--- src/mpc_pkg.sv ---
// ----------------------------------------------------------------------------
// Midpoint circle rasterizer package
// Widths, register indexes, reset values and the types shared between the
// front part, the step queue and the point emitter.
// ----------------------------------------------------------------------------
package mpc_pkg;

  localparam int COORD_BITS   = 12;
  localparam int RADIUS_BITS  = 10;
  localparam int PIX_BITS     = COORD_BITS + 1;
  localparam int REG_BITS     = 11;
  localparam int COLOR_BITS   = 32;
  localparam int XY_BITS      = RADIUS_BITS + 1;
  localparam int DEC_BITS     = RADIUS_BITS + 4;
  localparam int SUM_BITS     = ((COORD_BITS > XY_BITS) ? COORD_BITS : XY_BITS) + 1;
  localparam int CMP_BITS     = ((SUM_BITS > REG_BITS) ? SUM_BITS : REG_BITS) + 1;
  localparam int CFG_IDX_BITS = 2;
  localparam int PT_BITS      = 3;
  localparam int Q_DEPTH      = 2;
  localparam int Q_PTR_BITS   = 1;

  localparam logic [PT_BITS-1:0] LAST_PT = PT_BITS'(7);

  localparam logic [CFG_IDX_BITS-1:0] REG_SURFACE_WIDTH  = CFG_IDX_BITS'(0);
  localparam logic [CFG_IDX_BITS-1:0] REG_SURFACE_HEIGHT = CFG_IDX_BITS'(1);

  localparam logic [REG_BITS-1:0] WIDTH_RESET  = REG_BITS'(720);
  localparam logic [REG_BITS-1:0] HEIGHT_RESET = REG_BITS'(576);

  typedef enum logic [0:0] {
    KIND_START = 1'b0,
    KIND_STEP  = 1'b1
  } kind_t;

  typedef struct packed {
    logic signed [COORD_BITS-1:0] cx;
    logic signed [COORD_BITS-1:0] cy;
    logic signed [XY_BITS-1:0]    x;
    logic signed [XY_BITS-1:0]    y;
    logic [COLOR_BITS-1:0]        color;
    logic                         fin;
  } job_t;

  typedef struct packed {
    logic full;
    logic empty;
  } q_stat_t;

endpackage

--- src/mpc_if.sv ---
// ----------------------------------------------------------------------------
// Midpoint circle rasterizer channels
// Input item channel, point output channel and register write channel.
// ----------------------------------------------------------------------------
interface mpc_in_if;
  import mpc_pkg::*;

  logic                         valid;
  logic                         ready;
  logic                         kind;
  logic signed [COORD_BITS-1:0] center_x;
  logic signed [COORD_BITS-1:0] center_y;
  logic [RADIUS_BITS-1:0]       radius;
  logic [COLOR_BITS-1:0]        color;

  modport source (output valid, kind, center_x, center_y, radius, color, input ready);
  modport sink (input valid, kind, center_x, center_y, radius, color, output ready);
endinterface

interface mpc_out_if;
  import mpc_pkg::*;

  logic                       valid;
  logic                       ready;
  logic signed [PIX_BITS-1:0] pixel_x;
  logic signed [PIX_BITS-1:0] pixel_y;
  logic [COLOR_BITS-1:0]      pixel_color;
  logic                       visible;
  logic                       last;
  logic                       done_res;

  modport source (output valid, pixel_x, pixel_y, pixel_color, visible, last, done_res,
                  input ready);
  modport sink (input valid, pixel_x, pixel_y, pixel_color, visible, last, done_res,
                output ready);
endinterface

interface mpc_cfg_if;
  import mpc_pkg::*;

  logic                    valid;
  logic                    ready;
  logic [CFG_IDX_BITS-1:0] reg_index;
  logic [REG_BITS-1:0]     wdata;

  modport source (output valid, reg_index, wdata, input ready);
  modport sink (input valid, reg_index, wdata, output ready);
endinterface

--- src/mpc_front.sv ---
// ----------------------------------------------------------------------------
// Midpoint circle front part
// Accepts items, keeps the circle walker, queues a job per active step item.
// ----------------------------------------------------------------------------
module mpc_front (
  input  logic            clk,
  input  logic            rst,
  mpc_in_if.sink          item_in,
  input  mpc_pkg::q_stat_t q_stat,
  output logic            push,
  output mpc_pkg::job_t   job
);
  import mpc_pkg::*;

  localparam logic signed [DEC_BITS-1:0] DEC_THREE = DEC_BITS'(3);
  localparam logic signed [DEC_BITS-1:0] DEC_SIX   = DEC_BITS'(6);
  localparam logic signed [DEC_BITS-1:0] DEC_TEN   = DEC_BITS'(10);
  localparam logic signed [XY_BITS-1:0]  XY_ONE    = XY_BITS'(1);

  logic                         active;
  logic signed [COORD_BITS-1:0] center_col;
  logic signed [COORD_BITS-1:0] center_row;
  logic signed [XY_BITS-1:0]    step_x;
  logic signed [XY_BITS-1:0]    step_y;
  logic signed [DEC_BITS-1:0]   decision;
  logic [COLOR_BITS-1:0]        held_color;

  logic                         accept;
  logic                         is_step;
  logic signed [DEC_BITS-1:0]   x_ext;
  logic signed [DEC_BITS-1:0]   y_ext;
  logic signed [DEC_BITS-1:0]   decision_next;
  logic signed [XY_BITS-1:0]    step_x_next;
  logic signed [XY_BITS-1:0]    step_y_next;
  logic signed [XY_BITS-1:0]    radius_s;
  logic signed [DEC_BITS-1:0]   radius_ext;
  logic                         fin;

  assign item_in.ready = !q_stat.full;
  assign accept        = item_in.valid && item_in.ready;
  assign is_step       = (item_in.kind == KIND_STEP);

  assign x_ext      = DEC_BITS'(step_x);
  assign y_ext      = DEC_BITS'(step_y);
  assign radius_s   = $signed({1'b0, item_in.radius});
  assign radius_ext = DEC_BITS'(radius_s);

  always_comb begin
    if (decision[DEC_BITS-1]) begin
      decision_next = decision + (x_ext <<< 2) + DEC_SIX;
      step_y_next   = step_y;
    end else begin
      decision_next = decision + ((x_ext - y_ext) <<< 2) + DEC_TEN;
      step_y_next   = step_y - XY_ONE;
    end
    step_x_next = step_x + XY_ONE;
    fin         = (step_x_next > step_y_next);
  end

  assign push      = accept && is_step && active;
  assign job.cx    = center_col;
  assign job.cy    = center_row;
  assign job.x     = step_x;
  assign job.y     = step_y;
  assign job.color = held_color;
  assign job.fin   = fin;

  always_ff @(posedge clk) begin
    if (rst) begin
      active <= 1'b0;
    end else if (accept) begin
      if (!is_step) begin
        active <= 1'b1;
      end else if (active && fin) begin
        active <= 1'b0;
      end
    end
  end

  always_ff @(posedge clk) begin
    if (accept) begin
      if (!is_step) begin
        center_col <= item_in.center_x;
        center_row <= item_in.center_y;
        held_color <= item_in.color;
        step_x     <= '0;
        step_y     <= radius_s;
        decision   <= DEC_THREE - (radius_ext <<< 1);
      end else if (active) begin
        step_x   <= step_x_next;
        step_y   <= step_y_next;
        decision <= decision_next;
      end
    end
  end

endmodule

--- src/mpc_queue.sv ---
// ----------------------------------------------------------------------------
// Midpoint circle step queue
// Short first-in first-out queue of step jobs between front and back parts.
// ----------------------------------------------------------------------------
module mpc_queue (
  input  logic             clk,
  input  logic             rst,
  input  logic             push,
  input  mpc_pkg::job_t    wr_job,
  input  logic             pop,
  output mpc_pkg::job_t    rd_job,
  output mpc_pkg::q_stat_t stat
);
  import mpc_pkg::*;

  job_t                  entries [Q_DEPTH];
  logic [Q_PTR_BITS-1:0] wr_ptr;
  logic [Q_PTR_BITS-1:0] rd_ptr;
  logic [Q_PTR_BITS:0]   count;

  assign stat.full  = (count == (Q_PTR_BITS + 1)'(Q_DEPTH));
  assign stat.empty = (count == '0);
  assign rd_job     = entries[rd_ptr];

  always_ff @(posedge clk) begin
    if (rst) begin
      wr_ptr <= '0;
      rd_ptr <= '0;
      count  <= '0;
    end else begin
      if (push) begin
        wr_ptr <= wr_ptr + 1'b1;
      end
      if (pop) begin
        rd_ptr <= rd_ptr + 1'b1;
      end
      if (push && !pop) begin
        count <= count + 1'b1;
      end else if (pop && !push) begin
        count <= count - 1'b1;
      end
    end
  end

  always_ff @(posedge clk) begin
    if (push) begin
      entries[wr_ptr] <= wr_job;
    end
  end

endmodule

--- src/mpc_back.sv ---
// ----------------------------------------------------------------------------
// Midpoint circle point emitter
// Expands one queued step into its eight symmetric points, one per cycle
// when the output is not stalled, through an output register.
// ----------------------------------------------------------------------------
module mpc_back (
  input  logic                         clk,
  input  logic                         rst,
  input  mpc_pkg::job_t                head,
  input  mpc_pkg::q_stat_t             q_stat,
  output logic                         pop,
  input  logic [mpc_pkg::REG_BITS-1:0] surface_width,
  input  logic [mpc_pkg::REG_BITS-1:0] surface_height,
  mpc_out_if.source                    pix_out
);
  import mpc_pkg::*;

  logic                       busy;
  logic [PT_BITS-1:0]         pt;
  job_t                       cur;

  logic                       out_valid;
  logic signed [PIX_BITS-1:0] out_x;
  logic signed [PIX_BITS-1:0] out_y;
  logic [COLOR_BITS-1:0]      out_color;
  logic                       out_visible;
  logic                       out_last;
  logic                       out_done;

  logic                       advance;
  logic                       load;
  logic signed [XY_BITS-1:0]  col_off;
  logic signed [XY_BITS-1:0]  row_off;
  logic signed [SUM_BITS-1:0] col_sum;
  logic signed [SUM_BITS-1:0] row_sum;
  logic                       col_ok;
  logic                       row_ok;

  assign advance = busy && (!out_valid || pix_out.ready);
  assign load    = !q_stat.empty && (!busy || (advance && (pt == LAST_PT)));
  assign pop     = load;

  always_comb begin
    col_off = pt[2] ? cur.y : cur.x;
    row_off = pt[2] ? cur.x : cur.y;
    col_sum = pt[0] ? (SUM_BITS'(cur.cx) - SUM_BITS'(col_off))
                    : (SUM_BITS'(cur.cx) + SUM_BITS'(col_off));
    row_sum = pt[1] ? (SUM_BITS'(cur.cy) - SUM_BITS'(row_off))
                    : (SUM_BITS'(cur.cy) + SUM_BITS'(row_off));
    col_ok  = !col_sum[SUM_BITS-1] &&
              ($unsigned(CMP_BITS'(col_sum)) < CMP_BITS'(surface_width));
    row_ok  = !row_sum[SUM_BITS-1] &&
              ($unsigned(CMP_BITS'(row_sum)) < CMP_BITS'(surface_height));
  end

  always_ff @(posedge clk) begin
    if (rst) begin
      busy      <= 1'b0;
      pt        <= '0;
      out_valid <= 1'b0;
    end else begin
      if (out_valid && pix_out.ready) begin
        out_valid <= 1'b0;
      end
      if (advance) begin
        out_valid <= 1'b1;
        pt        <= pt + 1'b1;
      end
      if (load) begin
        busy <= 1'b1;
        pt   <= '0;
      end else if (advance && (pt == LAST_PT)) begin
        busy <= 1'b0;
      end
    end
  end

  always_ff @(posedge clk) begin
    if (load) begin
      cur <= head;
    end
    if (advance) begin
      out_x       <= PIX_BITS'(col_sum);
      out_y       <= PIX_BITS'(row_sum);
      out_color   <= cur.color;
      out_visible <= col_ok && row_ok;
      out_last    <= (pt == LAST_PT);
      out_done    <= cur.fin;
    end
  end

  assign pix_out.valid       = out_valid;
  assign pix_out.pixel_x     = out_x;
  assign pix_out.pixel_y     = out_y;
  assign pix_out.pixel_color = out_color;
  assign pix_out.visible     = out_visible;
  assign pix_out.last        = out_last;
  assign pix_out.done_res    = out_done;

endmodule

--- src/midpoint_circle_rasterizer.sv ---
// ----------------------------------------------------------------------------
// Midpoint circle rasterizer
// A start item loads center, radius and color and gives no points. Each
// step item on a running circle gives eight points, one per cycle while
// the output is not stalled; the point emitter owns the single output
// register. A two-entry step queue lets the front part take up to two
// more steps while points are still going out.
// Points carry a visible flag from the surface width and height registers.
// ----------------------------------------------------------------------------
module midpoint_circle_rasterizer (
  input  logic      clk,
  input  logic      rst,
  mpc_in_if.sink    item_in,
  mpc_out_if.source pix_out,
  mpc_cfg_if.sink   cfg
);
  import mpc_pkg::*;

  logic [REG_BITS-1:0] surface_width;
  logic [REG_BITS-1:0] surface_height;

  logic    q_push;
  logic    q_pop;
  job_t    q_wr_job;
  job_t    q_rd_job;
  q_stat_t q_stat;

  assign cfg.ready = 1'b1;

  always_ff @(posedge clk) begin
    if (rst) begin
      surface_width  <= WIDTH_RESET;
      surface_height <= HEIGHT_RESET;
    end else if (cfg.valid && cfg.ready) begin
      if (cfg.reg_index == REG_SURFACE_WIDTH) begin
        surface_width <= cfg.wdata;
      end else if (cfg.reg_index == REG_SURFACE_HEIGHT) begin
        surface_height <= cfg.wdata;
      end
    end
  end

  mpc_front u_front (
    .clk     (clk),
    .rst     (rst),
    .item_in (item_in),
    .q_stat  (q_stat),
    .push    (q_push),
    .job     (q_wr_job)
  );

  mpc_queue u_queue (
    .clk    (clk),
    .rst    (rst),
    .push   (q_push),
    .wr_job (q_wr_job),
    .pop    (q_pop),
    .rd_job (q_rd_job),
    .stat   (q_stat)
  );

  mpc_back u_back (
    .clk            (clk),
    .rst            (rst),
    .head           (q_rd_job),
    .q_stat         (q_stat),
    .pop            (q_pop),
    .surface_width  (surface_width),
    .surface_height (surface_height),
    .pix_out        (pix_out)
  );

`ifndef SYNTHESIS
  a_queue_no_overflow: assert property (@(posedge clk) disable iff (rst)
    q_push |-> (!q_stat.full || q_pop))
    else $error("step queue overflow");

  a_queue_no_underflow: assert property (@(posedge clk) disable iff (rst)
    q_pop |-> !q_stat.empty)
    else $error("step queue underflow");

  a_full_blocks_input: assert property (@(posedge clk) disable iff (rst)
    q_stat.full |-> !item_in.ready)
    else $error("input ready while step queue full");
`endif

endmodule
--- src/flat_wrapper.sv ---
// flat-port wrapper written by rule: the top's interface ports become plain ports
module midpoint_circle_rasterizer_flat import mpc_pkg::*;
  (clk, rst, item_in_valid, item_in_kind, item_in_center_x, item_in_center_y, item_in_radius, item_in_color, item_in_ready, pix_out_valid, pix_out_pixel_x, pix_out_pixel_y, pix_out_pixel_color, pix_out_visible, pix_out_last, pix_out_done_res, pix_out_ready, cfg_valid, cfg_reg_index, cfg_wdata, cfg_ready);
  mpc_in_if item_in_i ();
  mpc_out_if pix_out_i ();
  mpc_cfg_if cfg_i ();
  input  logic clk;
  input  logic rst;
  input wire logic [$bits(item_in_i.valid)-1:0] item_in_valid;
  input wire logic [$bits(item_in_i.kind)-1:0] item_in_kind;
  input wire logic [$bits(item_in_i.center_x)-1:0] item_in_center_x;
  input wire logic [$bits(item_in_i.center_y)-1:0] item_in_center_y;
  input wire logic [$bits(item_in_i.radius)-1:0] item_in_radius;
  input wire logic [$bits(item_in_i.color)-1:0] item_in_color;
  output wire logic [$bits(item_in_i.ready)-1:0] item_in_ready;
  output wire logic [$bits(pix_out_i.valid)-1:0] pix_out_valid;
  output wire logic [$bits(pix_out_i.pixel_x)-1:0] pix_out_pixel_x;
  output wire logic [$bits(pix_out_i.pixel_y)-1:0] pix_out_pixel_y;
  output wire logic [$bits(pix_out_i.pixel_color)-1:0] pix_out_pixel_color;
  output wire logic [$bits(pix_out_i.visible)-1:0] pix_out_visible;
  output wire logic [$bits(pix_out_i.last)-1:0] pix_out_last;
  output wire logic [$bits(pix_out_i.done_res)-1:0] pix_out_done_res;
  input wire logic [$bits(pix_out_i.ready)-1:0] pix_out_ready;
  input wire logic [$bits(cfg_i.valid)-1:0] cfg_valid;
  input wire logic [$bits(cfg_i.reg_index)-1:0] cfg_reg_index;
  input wire logic [$bits(cfg_i.wdata)-1:0] cfg_wdata;
  output wire logic [$bits(cfg_i.ready)-1:0] cfg_ready;
  assign item_in_i.valid = item_in_valid;
  assign item_in_i.kind = item_in_kind;
  assign item_in_i.center_x = item_in_center_x;
  assign item_in_i.center_y = item_in_center_y;
  assign item_in_i.radius = item_in_radius;
  assign item_in_i.color = item_in_color;
  assign item_in_ready = item_in_i.ready;
  assign pix_out_valid = pix_out_i.valid;
  assign pix_out_pixel_x = pix_out_i.pixel_x;
  assign pix_out_pixel_y = pix_out_i.pixel_y;
  assign pix_out_pixel_color = pix_out_i.pixel_color;
  assign pix_out_visible = pix_out_i.visible;
  assign pix_out_last = pix_out_i.last;
  assign pix_out_done_res = pix_out_i.done_res;
  assign pix_out_i.ready = pix_out_ready;
  assign cfg_i.valid = cfg_valid;
  assign cfg_i.reg_index = cfg_reg_index;
  assign cfg_i.wdata = cfg_wdata;
  assign cfg_ready = cfg_i.ready;
  midpoint_circle_rasterizer u_core (.clk(clk), .rst(rst), .item_in(item_in_i), .pix_out(pix_out_i), .cfg(cfg_i));
endmodule
--- config.mk ---
export PLATFORM = sky130hd
export DESIGN_NAME = midpoint_circle_rasterizer_flat
export DESIGN_NICKNAME = d
export VERILOG_FILES = /design/src/mpc_pkg.sv /design/src/mpc_if.sv /design/src/mpc_front.sv /design/src/mpc_queue.sv /design/src/mpc_back.sv /design/src/midpoint_circle_rasterizer.sv /design/src/flat_wrapper.sv
export SDC_FILE = /design/constraint.sdc
export NUM_CORES = 1
export LEC_CHECK = 0
export BUFFER_PORTS_ARGS = -buffer_cell sky130_fd_sc_hd__buf_2
export CAP_MARGIN = 20
export CORE_MARGIN = 2
export CORE_UTILIZATION = 55
export DETAILED_ROUTE_END_ITERATION = 8
export PLACE_DENSITY = 0.81
export SYNTH_ARGS = -nofsm -noshare
export SYNTH_HDL_FRONTEND = slang
export SYNTH_SLANG_ARGS = --single-unit
--- constraint.sdc ---
create_clock -name clk -period 13.6 [get_ports clk]
set_clock_uncertainty 0.05 [all_clocks]
set_input_delay 1.36 -clock clk [delete_from_list [all_inputs] [get_ports clk]]
set_output_delay 1.36 -clock clk [all_outputs]
set_load 0.05 [all_outputs]
Word level (Yosys, flattened, before mapping). Memories as Yosys holds them, arrays and structs flattened. A register that Yosys moved wholly into a read port is not among the register bits. Index checks and enable logic that the tools add are counted.

Bits in writable memories: 158. Output and inout port bits: 64. Logic and storage cells: 105. Memories: 1. Register bits after elaboration: 185.

Memory list: u_core.u_queue.entries (depth 2, width 79, rd ports 1, clocked after memory_dff 1, write ports 1, RTL line mpc_queue.sv:16) `job_t entries [Q_DEPTH];`.

Reductions and logical operators: 34. Bitwise logic cells: 2. Magnitude comparators: 3. Equality and inequality tests: 5. Mux-type cells: 21. $add $sub $neg: 17.

Operator list (count): $mux W11 (5); $mux W14 (3); $lt A14 B11 Y1 (2); $add A12 B11 Y13 (2); $mux W13 (2); $sub A12 B11 Y13 (2); $add A14 B13 Y14 (1); $add A14 B14 Y14 (1); $add A14 B4 Y14 const B (1); $add A14 B5 Y14 const B (1); $logic_and A1 B1 Y1 (13); $sub A11 B11 Y12 (1); $sub A2 B11 Y12 const A (1); $add A11 B2 Y11 const B (1); $gt A11 B11 Y1 (1); $sub A11 B2 Y11 const B (1); $mux W10 (1); $logic_not A1 Y1 (8); $mux W1 (8); $reduce_and A2 Y1 (4); $reduce_bool A2 Y1 (3); $logic_not A2 Y1 (2); $mux W2 (2); $ne A2 B1 Y1 const B (2); other kinds (11) (14).

Logic depth before layout (Yosys ltp).
Word-level depth: 9. Gate-level depth with buffers: 25. Gate-level depth less buffers: 20.

Modules after synthesis. A second synthesis with hierarchy kept.

Cells, all modules: 1375. Area total of the unflattened synthesis: 19463.7 um2.

By module, submodules not included: mpc_back (times used 1, area an instance 6847.8 um2, cells an instance 500); mpc_queue (times used 1, area an instance 5940.7 um2, cells an instance 268); mpc_front (times used 1, area an instance 5750.5 um2, cells an instance 516); midpoint_circle_rasterizer (times used 1, area an instance 924.6 um2, cells an instance 91).

Least setup slack after synthesis. No wires, ideal clock.

Kind: input to register. From: input port pix_out_ready. To: register u_core.u_queue.count[1]. Cell stages on the path: 7. Required time: 13479 ps. Setup time: 71 ps. Data arrival time: 6763 ps. Path buffers: 0. Slack: 6716 ps. Path through: nand2b_1 -> nand2_1 -> a21oi_1 -> inv_1 -> ha_1 -> or3_1 -> a21oi_1.

Longest elaborated chain between the ends: 8. Elaborated cells on any way between the ends: 10. Those cells by class: mux: 1; reduce/logical: 9.

RTL lines: start: declaration (RTL line flat_wrapper.sv:23) `input wire logic [$bits(pix_out_i.ready)-1:0] pix_out_ready;`; $logic_or A1 B1 Y1 (*) (RTL line mpc_back.sv:39) `assign advance = busy && (!out_valid || pix_out.ready);`; $logic_and A1 B1 Y1 (*) (RTL line mpc_back.sv:39); $logic_and A1 B1 Y1 (*) (RTL line mpc_back.sv:40) `assign load = !q_stat.empty && (!busy || (advance && (pt == LAST_PT)));`; $logic_or A1 B1 Y1 (*) (RTL line mpc_back.sv:40); $logic_and A1 B1 Y1 (*) (RTL line mpc_back.sv:40); via u_core.q_pop (RTL line midpoint_circle_rasterizer.sv:23) `logic q_pop;`; $logic_not A1 Y1 (RTL line mpc_queue.sv:37) `if (push && !pop) begin`; $logic_and A1 B1 Y1 (RTL line mpc_queue.sv:37); $mux W2 / $reduce_bool A2 Y1 (equally long branches); end signal: assignment (RTL line mpc_queue.sv:38) `count <= count + 1'b1;`; end signal: assignment (RTL line mpc_queue.sv:40) `count <= count - 1'b1;`; end: declaration (RTL line mpc_queue.sv:19) `logic [Q_PTR_BITS:0] count;`.

Mark *: on every way through the listed nets, which the timed path passes. The rest lies on a longest branch. A chain may end at the register's enable or synchronous reset.

Worst setup path after layout.
From: register u_core.u_back.pt[2]. To: register u_core.u_back.out_visible, in the netlist u_core.u_back.pix_out.visible, data pin.

Longest elaborated chain between the ends: 6. Elaborated cells on any way between the ends: 15. Those cells by class: add/sub: 4; order compare: 2; mux: 4; reduce/logical: 5.

RTL lines: start: declaration (RTL line mpc_back.sv:19) `logic [PT_BITS-1:0] pt;`; start signal: assignment (RTL line mpc_back.sv:67) `pt <= pt + 1'b1;`; $mux W11 (*) (RTL line mpc_back.sv:44) `col_off = pt[2] ? cur.y : cur.x;`; $add A12 B11 Y13 / $sub A12 B11 Y13 (equally long branches) (RTL line mpc_back.sv:47, mpc_back.sv:46); $mux W13 (*) (RTL line mpc_back.sv:46) `col_sum = pt[0] ? (SUM_BITS'(cur.cx) - SUM_BITS'(col_off))`; via u_core.u_back.col_sum[9] (RTL line mpc_back.sv:34) `logic signed [SUM_BITS-1:0] col_sum;`; $lt A14 B11 Y1 (*) (RTL line mpc_back.sv:51) `($unsigned(CMP_BITS'(col_sum)) < CMP_BITS'(surface_width));`; $logic_and A1 B1 Y1 (*) (RTL line mpc_back.sv:50) `col_ok = !col_sum[SUM_BITS-1] &&`; $logic_and A1 B1 Y1 (*) (RTL line mpc_back.sv:86) `out_visible <= col_ok && row_ok;`; end signal: assignment (RTL line mpc_back.sv:86); end: declaration (RTL line mpc_back.sv:26) `logic out_visible;`.

Marks and branches as above.

==> flow_summary.json <==
{
  "switching_share_pct": 37.10,
  "fin_crit_ps": 4916,
  "dpl.hpwl_mm": 24.79,
  "synth_top_family_by_area": "adder cells",
  "grt_pass1_wl_mm": 57.01,
  "vias_per_cell": 5.571,
  "gp_congestion": 0.9098,
  "synth_warnings": 0,
  "cts_made_buffers": 43,
  "routedWlPerCell_um": 17.91,
  "place_area_mm2": 0.02040,
  "hold_ws_ps": 364.6,
  "die_area_mm2": 0.03626,
  "netlist_area_mm2": 0.01911,
  "fp.coreArea_mm2": 0.03437,
  "post-cts-setup-buffers": 0,
  "dr.pass1.iters": 5,
  "clk_pin_slew_ps": 60,
  "ys_types": 67,
  "seq_power_share_pct": 37.6,
  "drtIter0Drc": 662,
  "synth_compound_area_share_pct": 7.489,
  "synth-adder-area-share_pct": 8.248,
  "cts_buffer_depth": 3,
  "setup_viol": 0,
  "clkSinkCount": 421,
  "p_switching_w": 0.001898,
  "critPathLaunchType": "flip-flop",
  "vias": 11153,
  "status": "complete, no violations",
  "synth_top_cell_area_share_pct": 61.12,
  "p_per_area_mw_per_mm2": 234.7,
  "synthSimpleGateAreaFrac_pct": 6.919,
  "ys_seq_elements": 421,
  "gr-usage-all-layers_pct": 19.79,
  "first_global_vias": 11230,
  "synth_mux_area_share_pct": 6.402,
  "die_y_um": 190.4,
  "layout.nets": 1723,
  "cp_max_fo": 43,
  "synth_top_area_cell": "edfxtp_1",
  "grt_max_degree": 81,
  "crit_type": "flip-flop to flip-flop",
  "fp.dieW_um": 190.4,
  "drt-total-wl_mm": 35.86,
  "netlist_instances": 1346,
  "cts_tree": "yes",
  "cp.arrival_ps": 5260,
  "critical_path.endpoint_type": "flip-flop",
  "synth_most_common_cell": "edfxtp_1",
  "cts-resized-gates": 0,
  "num_rows": 68,
  "cts_root_buffer": "clkbuf_16",
  "design_area_mm2": 0.02180,
  "synth_fp_nets": 1554,
  "synth_xor_area_share_pct": 4.124,
  "setup_tns_ps": 0,
  "async_flop_share_pct": 0,
  "min_path_type": "flip-flop to flip-flop",
  "p_clk_share_pct": 22.4,
  "drive_gt1_share_pct": 20.50,
  "fillers": 2517,
  "power.total_w": 0.005117,
  "overflow": 0,
  "leakage_nw": 8.025,
  "synth_edf_count": 389,
  "area_growth_pct": 14.05,
  "io_pins": 149,
  "combPwrFrac_pct": 40.0,
  "drc": 0,
  "p_int_w": 0.003219,
  "max_freq_mhz": 203.4,
  "relSlewSlack_pct": 37.17,
  "timing.final.ws_setup_ps": 8684,
  "seq_area_frac_synth_pct": 64.47,
  "start_util_pct": 55.61,
  "port_buffers": 147,
  "synth_area_leaders": "edfxtp_1, ha_1, mux2_2, dfxtp_1, xnor2_1",
  "place_ws_ps": 8753,
  "hold_buffers": 0,
  "synth_common_cells": "edfxtp_1, ha_1, mux2_2",
  "antenna_left": 0,
  "slew_violations": 0,
  "vdd_ir_drop_max_mv": 0.1813,
  "antenna_found_initial": 1,
  "post-route-period-util_pct": 36.14,
  "synthFlopType": "edfxtp_1",
  "critical_path_required_ps": 13940,
  "htree_num_levels": 2,
  "synth_area_per_cell_um2": 14.20,
  "cap_violations": 0,
  "tightest_slew_ps": 942.5,
  "finalHoldViolations": 0,
  "rsz0062_at_grt": "no",
  "clk_latency_ps": 550
}
## sequential cells by signal (all words and copies together) (netlist names), 12 cells and up
register	count
u_core.u_back.pix_out.pixel_color	32
u_core.u_back.pix_out.pixel_x	13
u_core.u_front.decision	13
u_core.u_queue.entries	158
u_core.u_front.center_row	12
u_core.u_front.held_color	32
u_core.u_back.pix_out.pixel_y	13
u_core.u_back.cur	79
u_core.u_front.center_col	12
## per-layer routing
layer	GRT usage, %	part of all wire [%]	vias up
met5	0	0	-
met1	26.31	42	5400
met3	3.073	5.4	66
met4	5.158	2.1	0
li1	-	-	5384
met2	34.10	50	303
## worst paths after layout
check / startpoint / end / slack, ps / cells after the start
hold reg to reg: u_core.u_back.cur[30]$_DFFE_PP_ / u_core.u_back.pix_out.pixel_color[29]$_DFFE_PP_ / 360 / 0
hold / removal: u_core.u_back.cur[30]$_DFFE_PP_ / u_core.u_back.pix_out.pixel_color[29]$_DFFE_PP_ / 360 / 0
setup reg to reg: u_core.u_back.pt[2]$_SDFFE_PP0P_ / u_core.u_back.pix_out.visible$_DFFE_PP_ / 8680 / 20
setup / recovery: u_core.u_back.pt[2]$_SDFFE_PP0P_ / u_core.u_back.pix_out.visible$_DFFE_PP_ / 8680 / 20
## cells in the final DEF (no fill, tap or decap), types with 5 or more instances in the layout
| master | count |
|---|---|
| a21o_1 | 16 |
| and2_1 | 12 |
| or3_1 | 8 |
| a31oi_1 | 12 |
| nand4_1 | 7 |
| clkinv_1 | 6 |
| o211ai_1 | 5 |
| nand2_1 | 56 |
| edfxtp_1 | 389 |
| o21ai_0 | 28 |
| xor2_1 | 35 |
| ha_1 | 118 |
| inv_1 | 77 |
| dfxtp_1 | 31 |
| nor2b_1 | 16 |
| nor3_1 | 21 |
| nor4_1 | 8 |
| fa_1 | 5 |
| o21bai_1 | 7 |
| nand3_1 | 15 |
| a211o_1 | 7 |
| xnor2_1 | 55 |
| o21a_1 | 19 |
| a211oi_1 | 10 |
| nor2_1 | 78 |
| buf_2 | 147 |
| a21oi_1 | 79 |
| clkinv_2 | 6 |
| buf_4 | 8 |
| clkbuf_1 | 9 |
| and3_1 | 6 |
| mux2_2 | 82 |
| clkbuf_16 | 43 |
| nor3b_1 | 8 |
| nand2b_1 | 13 |
| mux2i_1 | 30 |
## cell type report
| cell class | count | area, um^2 | area share [%] |
|---|---|---|---|
| multi-input cells | 814 | 6391 | 29.32 |
| clock buffers | 52 | 1110 | 5.091 |
| diodes | 1 | 2.502 | 0.01148 |
| flip-flops and latches | 421 | 12330 | 56.54 |
| repair buffers | 157 | 843.3 | 3.869 |
| clock inverters | 24 | 264.0 | 1.211 |
| inverters | 78 | 292.8 | 1.343 |
| well taps | 455 | 569.3 | 2.612 |
## power by group through the flow
stage | clock network (W) | registers (W) | logic [W]
2_1_floorplan | 0 | 0.00217 | 0.00131
3_3_place_gp | 0 | 0.00195 | 0.00193
5_1_grt | 0.00122 | 0.00195 | 0.00226
4_1_cts | 0.00117 | 0.00194 | 0.00202
6_report | 0.00115 | 0.00193 | 0.00204
3_5_place_dp | 0 | 0.00196 | 0.00201
## metrics by stage
stage / utilization, % / cells
final: 63.42 / 2002
after global routing: 63.42 / 2002
after CTS: 63.35 / 2000
after detailed placement: 59.36 / 1924
after global placement: 59.27 / 1923
after floorplan: - / 1346
## cells by family after synthesis
| family | Yosys count |
|---|---|
| AO/OA/AOI/OAI | 222 |
| XOR/XNOR | 90 |
| adder cells (fa/ha/maj) | 123 |
| buffers and inverters | 111 |
| flip-flops | 421 |
| multiplexers | 112 |
| other | 1 |
| AND/OR/NAND/NOR | 266 |
## worst max-delay path: stages, from the launching register on
cell	delay (ps)
dfxtp_1	310
buf_4	430
mux2i_1	360
ha_1	180
nor2_1	30
a21oi_1	230
inv_1	70
ha_1	260
nor2b_1	140
o31a_1	270
or4_1	410
a31oi_1	330
o21bai_1	100
a21oi_1	190
xnor2_1	170
ha_1	270
nand2_1	80
a2111oi_0	60
a211oi_1	230
or4b_1	470
nor3_2	110
No activity file was read; power rests on OpenSTA's default activity.
